**src/hw/rtl/e2h_pkg.sv**
```systemverilog
// Shared constants, types and a helper function for the Euler pose to transform block.
package e2h_pkg;

   localparam int CordicStages = 16;
   localparam int AngleWidth   = 16;
   localparam int ShiftWidth   = 32;
   localparam int EntryWidth   = 16;
   localparam int CordicWidth  = 20;
   localparam int AngleQ16W    = 20;

   localparam logic signed [CordicWidth-1:0] CordicK    = 20'sd39797;
   localparam logic signed [AngleQ16W-1:0]   Q16Pi      = 20'sd205887;
   localparam logic signed [AngleQ16W-1:0]   Q16HalfPi  = 20'sd102944;
   localparam logic signed [EntryWidth-1:0]  Q14Max     = 16'sd16384;

   typedef logic signed [CordicWidth-1:0] cval_type;

   // One cell's payload: the three rotators plus the untouched translation.
   typedef struct packed {
      cval_type [2:0]                  x;
      cval_type [2:0]                  y;
      cval_type [2:0]                  z;
      logic [2:0]                      neg;
      logic signed [ShiftWidth-1:0]    sx;
      logic signed [ShiftWidth-1:0]    sy;
      logic signed [ShiftWidth-1:0]    sz;
   } cell_data_type;

   function automatic cval_type atan_entry(input int i);
      cval_type t;
      case (i)
         0: t = 20'sd51472;  1: t = 20'sd30386;  2: t = 20'sd16055;  3: t = 20'sd8150;
         4: t = 20'sd4091;   5: t = 20'sd2047;   6: t = 20'sd1024;   7: t = 20'sd512;
         8: t = 20'sd256;    9: t = 20'sd128;    10: t = 20'sd64;    11: t = 20'sd32;
         12: t = 20'sd16;    13: t = 20'sd8;     14: t = 20'sd4;     default: t = 20'sd2;
      endcase
      return t;
   endfunction

endpackage

```
**src/hw/rtl/e2h_cordic_cell.sv**
```systemverilog
// One CORDIC rotation stage for three angles, with a valid/stall register.
module e2h_cordic_cell #(
   parameter int Stage = 0
) (
   input  logic                    clock,
   input  logic                    reset,
   input  logic                    in_valid,
   output logic                    in_stall,
   input  e2h_pkg::cell_data_type  in_data,
   output logic                    out_valid,
   input  logic                    out_stall,
   output e2h_pkg::cell_data_type  out_data
);

   logic                   valid_ff, valid_in;
   e2h_pkg::cell_data_type data_ff, data_in;

   assign in_stall = valid_ff && out_stall;

   always_comb begin
      data_in = in_data;
      for (int k = 0; k < 3; k++) begin
         if (!in_data.z[k][e2h_pkg::CordicWidth-1]) begin
            data_in.x[k] = in_data.x[k] - (in_data.y[k] >>> Stage);
            data_in.y[k] = in_data.y[k] + (in_data.x[k] >>> Stage);
            data_in.z[k] = in_data.z[k] - e2h_pkg::atan_entry(Stage);
         end else begin
            data_in.x[k] = in_data.x[k] + (in_data.y[k] >>> Stage);
            data_in.y[k] = in_data.y[k] - (in_data.x[k] >>> Stage);
            data_in.z[k] = in_data.z[k] + e2h_pkg::atan_entry(Stage);
         end
      end
      valid_in = in_stall ? valid_ff : in_valid;
   end

   always_ff @(posedge clock) begin
      if (reset) begin
         valid_ff <= 1'b0;
      end else begin
         valid_ff <= valid_in;
      end
      if (!in_stall && in_valid) begin
         data_ff <= data_in;
      end
   end

   assign out_valid = valid_ff;
   assign out_data  = data_ff;

endmodule

```
**config.mk**
```make
export PLATFORM = sky130hd
export DESIGN_NAME = e2h_cordic_cell
export DESIGN_NICKNAME = d
export VERILOG_FILES = /design/src/hw/rtl/e2h_pkg.sv /design/src/hw/rtl/e2h_cordic_cell.sv
export SDC_FILE = /design/constraint.sdc
export NUM_CORES = 1
export LEC_CHECK = 0
export CELL_PAD_IN_SITES_DETAIL_PLACEMENT = 1
export CELL_PAD_IN_SITES_GLOBAL_PLACEMENT = 1
export CORE_AREA = 2 2 216 218
export CTS_CLUSTER_DIAMETER = 80
export CTS_CLUSTER_SIZE = 16
export DETAILED_ROUTE_END_ITERATION = 16
export DIE_AREA = 0 0 218 220
export DONT_BUFFER_PORTS = 1
export PLACE_DENSITY_LB_ADDON = 0.25
export SYNTH_ARGS = -nofsm -noshare
export SYNTH_HDL_FRONTEND = slang
export SYNTH_SLANG_ARGS = --single-unit
```
**constraint.sdc**
```tcl
create_clock -name clock -period 16.2 [get_ports clock]
set_clock_uncertainty 0.15 [all_clocks]
set_input_delay 2.43 -clock clock [delete_from_list [all_inputs] [get_ports clock]]
set_output_delay 2.43 -clock clock [all_outputs]
set_load 0.005 [all_outputs]
```
==> impl_results.md, run 1 <==
* Post-synthesis mux area share at 0.01049
* Vias in the first global route at 14830
* #FFs+latches synth at 277
* Min-delay worst type: reg -> reg
* Family with the most delay on the worst path: simple AND/OR/NAND/NOR gates
* Seq/Total Area, Yosys at 0.4327
* Synth Flop Type: edfxtp_1
* Adder-Cell Fraction of Synth Area at 0.1513
* Drt pass-1 iters at 5
* Crit-path cells: and2_1
* Slew HR at 0.2884
* Cts bufs inserted at 28
* Mapped Area at 19200 um2
* Die ar. at 47960 um2
* TritonCTS clock tree: done
* Worst-path fanout max at 3
* Core area at 45860 um2
* Crit-path slowest cell: and2_1
* First-pass GRT wire length at 95340 um
* Post-synthesis async set-or-reset flop share at 0
* Worst path bufs/invs at 0
* Final worst path period need at 5261 ps
* Sum Neg Setup Slack at 0 ps
* Critical path class: in -> out
* WL per Instance at 26.63 um
* DR vias/cell at 5.858
* Final Setup Violations at 0
* Synth area leader: edfxtp_1
* Dpl hpwl at 53140 um
* Hold Fails Final Rpt at 0
* Post-cts hold buffer count at 0
* Clock tree sinks at 277
* Number of post-CTS setup repair buffers at 0
* Worst VDD drop at 0.00007693 V
* Die width at 218 um
* Final WL at 66030 um
* Area grow syn2layout at 7.644%
* Kind of launch point of the worst setup path: input port
* Final Slew Violations at 0
* H-Tree Depth at 1
* IO buf count at 0
* I/O pins at 564
* CTS Buffer Depth at 3
* Post-CTS sizing at 0
* Synth area leaders: edfxtp_1 (43%), ha_1 (14%), a21oi_1 (5.4%), xnor2_1 (5.1%), inv_1 (3.7%)
* Placed inst area at 19720 um2
* Die height at 220 um
* RSZ-0062 raised after global routing: false
* Post-route cell area at 20670 um2
* Final nets at 2353
* Area share of and/or/nand/nor cells after synthesis at 0.09351
* DR DRC count at 0
* EDFF count, synth at 276
* Initial antenna violation count at 19
* Post-synthesis compound-gate area fraction at 0.1922
* Worst slew pin tran at 1066 ps
* Unique cell type count in the Yosys netlist at 81
* Pin count of the biggest net entering global routing at 80
* RD Place Congestion at 0.9672
* Syn_area_per_cell at 10.22 um2
* Vias at 14530
* Initial core utilization at 0.4186
* Status: finished, final reports clean
* Crit path DAT at 2680 ps
* Total of warnings raised by yosys at 0
* Tot Pwr at 2.089 mW
* CP peak stage delay at 250 ps
* Clock Latency Late Sink at 570 ps
* Post-DRT Antenna Nets at 0
* Row count at 79
* Setup crit end kind: primary output
* GRT overflow at 0
* Synth Instances at 1879
* Max Fclk at 190.1 MHz
* Tcrit/Tclk final at 0.3247
* Clock Root Buffer: clkbuf_16
* GRT Util Overall at 0.2619
* LEAKAGE at 8.416 nW
* DRT iter0 DRCs at 826
* Area share of the largest cell type after synthesis at 0.4316
* Worst EP required at 13620 ps
* Clock slew at reported path FFs at 70 ps
* Post-Synth XOR/XNOR Area at 0.06614
* Share of cells above drive strength 1 at 0.04341
* Largest family of logic cells by synthesized area: compound AO/OA/AOI/OAI gates
* Post-synth net total at 2387
* Maxcap violations at 0
* PwrDens at 101.1 nW/um2
-- logic make-up (layout without fill, tap and decap cells) --
kind of cell | after synthesis | in the layout
simple gates | 372 | 372
fa+ha+maj | 225 | 225
xor+xnor | 145 | 145
other cells | 0 | 7
mux | 20 | 20
flops | 277 | 277
compound gates | 573 | 573
buf+inv | 267 | 254
-- power breakdown --
group | switching [mW] | internal [mW] | leakage [nW]
logic | 0.281 | 0.175 | 5.29
registers | 0.0601 | 0.896 | 2.68
clock network | 0.320 | 0.356 | 0.444
total | 0.662 | 1.43 | 8.42
-- placed cells by master, fill, tap and decap left out, types with 12 or more instances in the layout --
master,Yosys,final
nor2_1,121,121
and3_1,12,12
fa_1,12,12
ha_1,213,213
a211oi_1,26,26
o21a_1,16,16
inv_1,187,187
nand2b_1,14,14
o211ai_1,16,16
xnor2_1,112,112
mux2i_1,19,19
nor3_1,37,37
o21ai_0,96,96
xor2_1,33,33
clkbuf_16,0,29
a21oi_1,208,208
o21bai_1,37,37
edfxtp_1,276,276
nor2b_1,16,15
o31ai_1,16,16
a21o_1,51,51
and2_1,14,14
nand3_1,29,29
nand2_1,75,75
a31oi_1,16,16
-- tightest hold or removal path: cells and delay by family, from the launching register on --
| kind | cells | cell delay, ps |
|---|---|---|
| flip-flops | 1 | 330 |
| AND/OR/NAND/NOR | 3 | 380 |
-- metrics by stage --
stage / instances / hold WS (ps) / worst slack [ps] / util
after detailed placement: 2422 / 598.5 / 10390 / 0.4300
after CTS: 2473 / 608.0 / 10940 / 0.4503
after global routing: 2476 / 646.4 / 10710 / 0.4504
after global placement: 2422 / 597.6 / 10520 / 0.4300
final: 2480 / 602.3 / 10940 / 0.4506
after floorplan: 1879 / 474.0 / 314.1 / -
-- per-layer routing --
layer  track usage  share of wire  up-vias
met1        0.3168           0.39     7196
met4       0.06803          0.025       12
li1              -              -     6712
met3       0.08558          0.094       98
met2        0.4478           0.49      509
met5             0         0.0012        -
-- path summary, 6_finish.rpt --
path / start / to / slack (ps) / depth (start not counted)
worst max-delay path: out_stall / in_stall / 10940 / 1
worst min-delay path: out_valid / out_valid / 600 / 3
worst max register to register: out_valid / out_data[207] / 13180 / 4
worst min register to register: out_valid / out_valid / 600 / 3
-- synth_stat cells, drive strengths merged (10+ instances only) --
cell type	count
a211oi	26
a21o	51
a21oi	209
a31oi	16
and2	14
and3	12
buf	22
clkbuf	48
edfxtp	276
fa	12
ha	213
inv	188
mux2i	19
nand2	75
nand2b	14
nand3	29
nor2	121
nor2b	16
nor3	37
o211ai	16
o21a	16
o21ai	97
o21bai	37
o31ai	16
or3	10
xnor2	112
xor2	33
-- final cells by class --
cell class,instances,area [um2]
well taps,607,759.5
clock buffers,35,748.2
fillers,5113,25200
repair buffers,6,45.04
multi-input cells,1335,9871
diodes,7,17.52
flip-flops and latches,277,8308
clock inverters,16,180.2
inverters,197,739.5
-- flip-flops by register name (all words and copies together) (netlist names) --
name,flops
out_valid,1
out_data,276
No activity file was read; power rests on OpenSTA's default activity.
==> inputs of run 2 (changes only) <==
--- a/config.mk
+++ b/config.mk
@@ -7,11 +7,11 @@
 export LEC_CHECK = 0
 export CELL_PAD_IN_SITES_DETAIL_PLACEMENT = 1
 export CELL_PAD_IN_SITES_GLOBAL_PLACEMENT = 1
-export CORE_AREA = 2 2 216 218
+export CORE_AREA = 2 2 220 222
 export CTS_CLUSTER_DIAMETER = 80
 export CTS_CLUSTER_SIZE = 16
 export DETAILED_ROUTE_END_ITERATION = 16
-export DIE_AREA = 0 0 218 220
+export DIE_AREA = 0 0 222 224
 export DONT_BUFFER_PORTS = 1
 export PLACE_DENSITY_LB_ADDON = 0.25
 export SYNTH_ARGS = -nofsm -noshare
==> constraint.sdc (replaced) <==
create_clock -name clock -period 5.2 [get_ports clock]
set_clock_uncertainty 0.15 [all_clocks]
set_input_delay 0.78 -clock clock [delete_from_list [all_inputs] [get_ports clock]]
set_output_delay 0.78 -clock clock [all_outputs]
set_load 0.005 [all_outputs]
==> impl_results.md, run 2 (synthesis gave the netlist of run 1 again) <==
* WL per Instance at 25.38 um (-4.7%)
* Worst VDD drop at 0.0002190 V (+180%)
* Vias at 14220 (-2.1%)
* Post-DRT Antenna Nets at 0 (unchanged)
* Dpl hpwl at 50110 um (-5.7%)
* Kind of launch point of the worst setup path: input port
* Vias in the first global route at 14560 (-1.8%)
* Max Fclk at 282.6 MHz
* Clock slew at reported path FFs at 70 ps (about the same)
* DRT iter0 DRCs at 761 (-7.9%)
* Clock tree sinks at 277 (unchanged)
* Core area at 47350 um2 (+3.2%)
* Crit path DAT at 3680 ps (+1000 ps)
* Final hold slack at 155.8 ps (-446.6 ps)
* CTS Buffer Depth at 3 (unchanged)
* Status: finished, final reports clean
* Post-cts hold buffer count at 0 (unchanged)
* Final WL at 63040 um (-4.5%)
* Final nets at 2351 (-0.085%)
* Post-CTS sizing at 0 (unchanged)
* Cts bufs inserted at 24 (-14%)
* Final Slew Violations at 0 (unchanged)
* Maxcap violations at 0 (unchanged)
* Die width at 222 um (+1.8%)
* Tcrit/Tclk final at 0.6806
* RSZ-0062 raised after global routing: false
* Hold Fails Final Rpt at 0 (unchanged)
* Setup crit end kind: flop
* Most frequent cells in the layout: edfxtp_1 (276), ha_1 (213), a21oi_1 (208)
* Final worst path period need at 3539 ps
* Row count at 80 (+1.3%)
* Pin count of the biggest net entering global routing at 125 (+56%)
* Worst EP required at 5340 ps (-8280 ps)
* RD Place Congestion at 0.9085 (-6.1%)
* LEAKAGE at 8.355 nW (-0.73%)
* Clock Latency Late Sink at 550 ps (-20 ps)
* Share of cells above drive strength 1 at 0.03927 (-0.004140)
* First-pass GRT wire length at 92330 um (-3.2%)
* Max FFs per register at 276 (unchanged)
* Clock Root Buffer: clkbuf_16
* Hold Path Stages at 1 (-2)
* FILL cells at 5266 (+3.0%)
* Worst-path fanout max at 56 (+53)
* Initial core utilization at 0.4055 (-0.01310)
* H-Tree Depth at 1 (unchanged)
* TritonCTS clock tree: done
* DR vias/cell at 5.723 (-2.3%)
* Commonest non-fill, non-tap cell in the layout: edfxtp_1
* Critical path class: in -> reg
* IO buf count at 0 (unchanged)
* I/O pins at 564 (unchanged)
* DR DRC count at 0 (unchanged)
* Drt pass-1 iters at 5 (unchanged)
* Min-delay worst type: in -> reg
* GRT overflow at 0 (unchanged)
* R2R depth at 4 (unchanged)
* PwrDens at 300.8 nW/um2 (+200%)
* Area grow syn2layout at 7.162%
* Final Setup Violations at 0 (unchanged)
* Worst slew pin tran at 715.1 ps (-351.0 ps)
* Slew HR at 0.5172 (+0.2288)
* Tot Pwr at 6.189 mW (+200%)
* GRT Util Overall at 0.2415 (-0.02035)
* Initial antenna violation count at 14 (-5)
* Die ar. at 49730 um2 (+3.7%)
* Die height at 224 um (+1.8%)
* Number of post-CTS setup repair buffers at 0 (unchanged)
==> run 2: cell count changes in the layout (fill, tap and decap cells not counted), moves of 2 or more <==
cell,before,now
clkbuf_16,29,25
buf_12,0,3
inv_6,2,0
clkbuf_1,6,8
inv_8,6,0
diode_2,7,10
==> run 2: worst paths after layout <==
check	startpoint	to	slack (ps)
max	in_data[118]	out_data[116]	1660
min	reset	out_valid	160
max reg2reg	out_valid	out_data[34]	3140
min reg2reg	out_valid	out_valid	580
==> run 2: area by class of cell <==
class	instances	area (um2)	area share
multi-input combinational	1335	9873	0.4798
sequential	277	8308	0.4038
antenna	10	25.02	0.001216
timing repair buffer	8	97.59	0.004743
tap	615	769.5	0.03740
clock buffer	33	655.6	0.03186
inverter	197	739.5	0.03594
clock inverter	9	107.6	0.005230
==> run 2: power by group <==
part	internal [mW]	switching [mW]	leakage, nW	total [mW]
clock	0.946	0.862	0.358	1.81
combinational	0.548	0.855	5.32	1.40
sequential	2.79	0.186	2.68	2.98
==> run 2: layer usage <==
layer | GRT usage | routed length (um)
met5 | 0 | 13
met4 | 0.09590 | 2363
met3 | 0.07673 | 5124
met2 | 0.4180 | 30850
met1 | 0.2778 | 24680
==> run 2: metrics by stage <==
stage | utilization | TNS [ps] | worst slack [ps] | area [um2] | cells
after detailed placement | 0.4179 | 0 | 1148 | 19790 | 2432
after CTS | 0.4341 | 0 | 1727 | 20550 | 2474
after global routing | 0.4344 | 0 | 1464 | 20570 | 2481
after global placement | 0.4179 | 0 | 1271 | 19790 | 2432
final | 0.4346 | 0 | 1661 | 20580 | 2484
after floorplan | - | -108740 | -394.0 | 19210 | 1879
==> run 2: worst max-delay path, stage by stage <==
cell and delay, ps:
clkinv_1 460, ha_1 510, a21o_1 200, a311oi_1 350, a21oi_1 150, a2111o_1 420
a21o_1 190, a21oi_1 240, o21ai_0 200, xor2_1 170
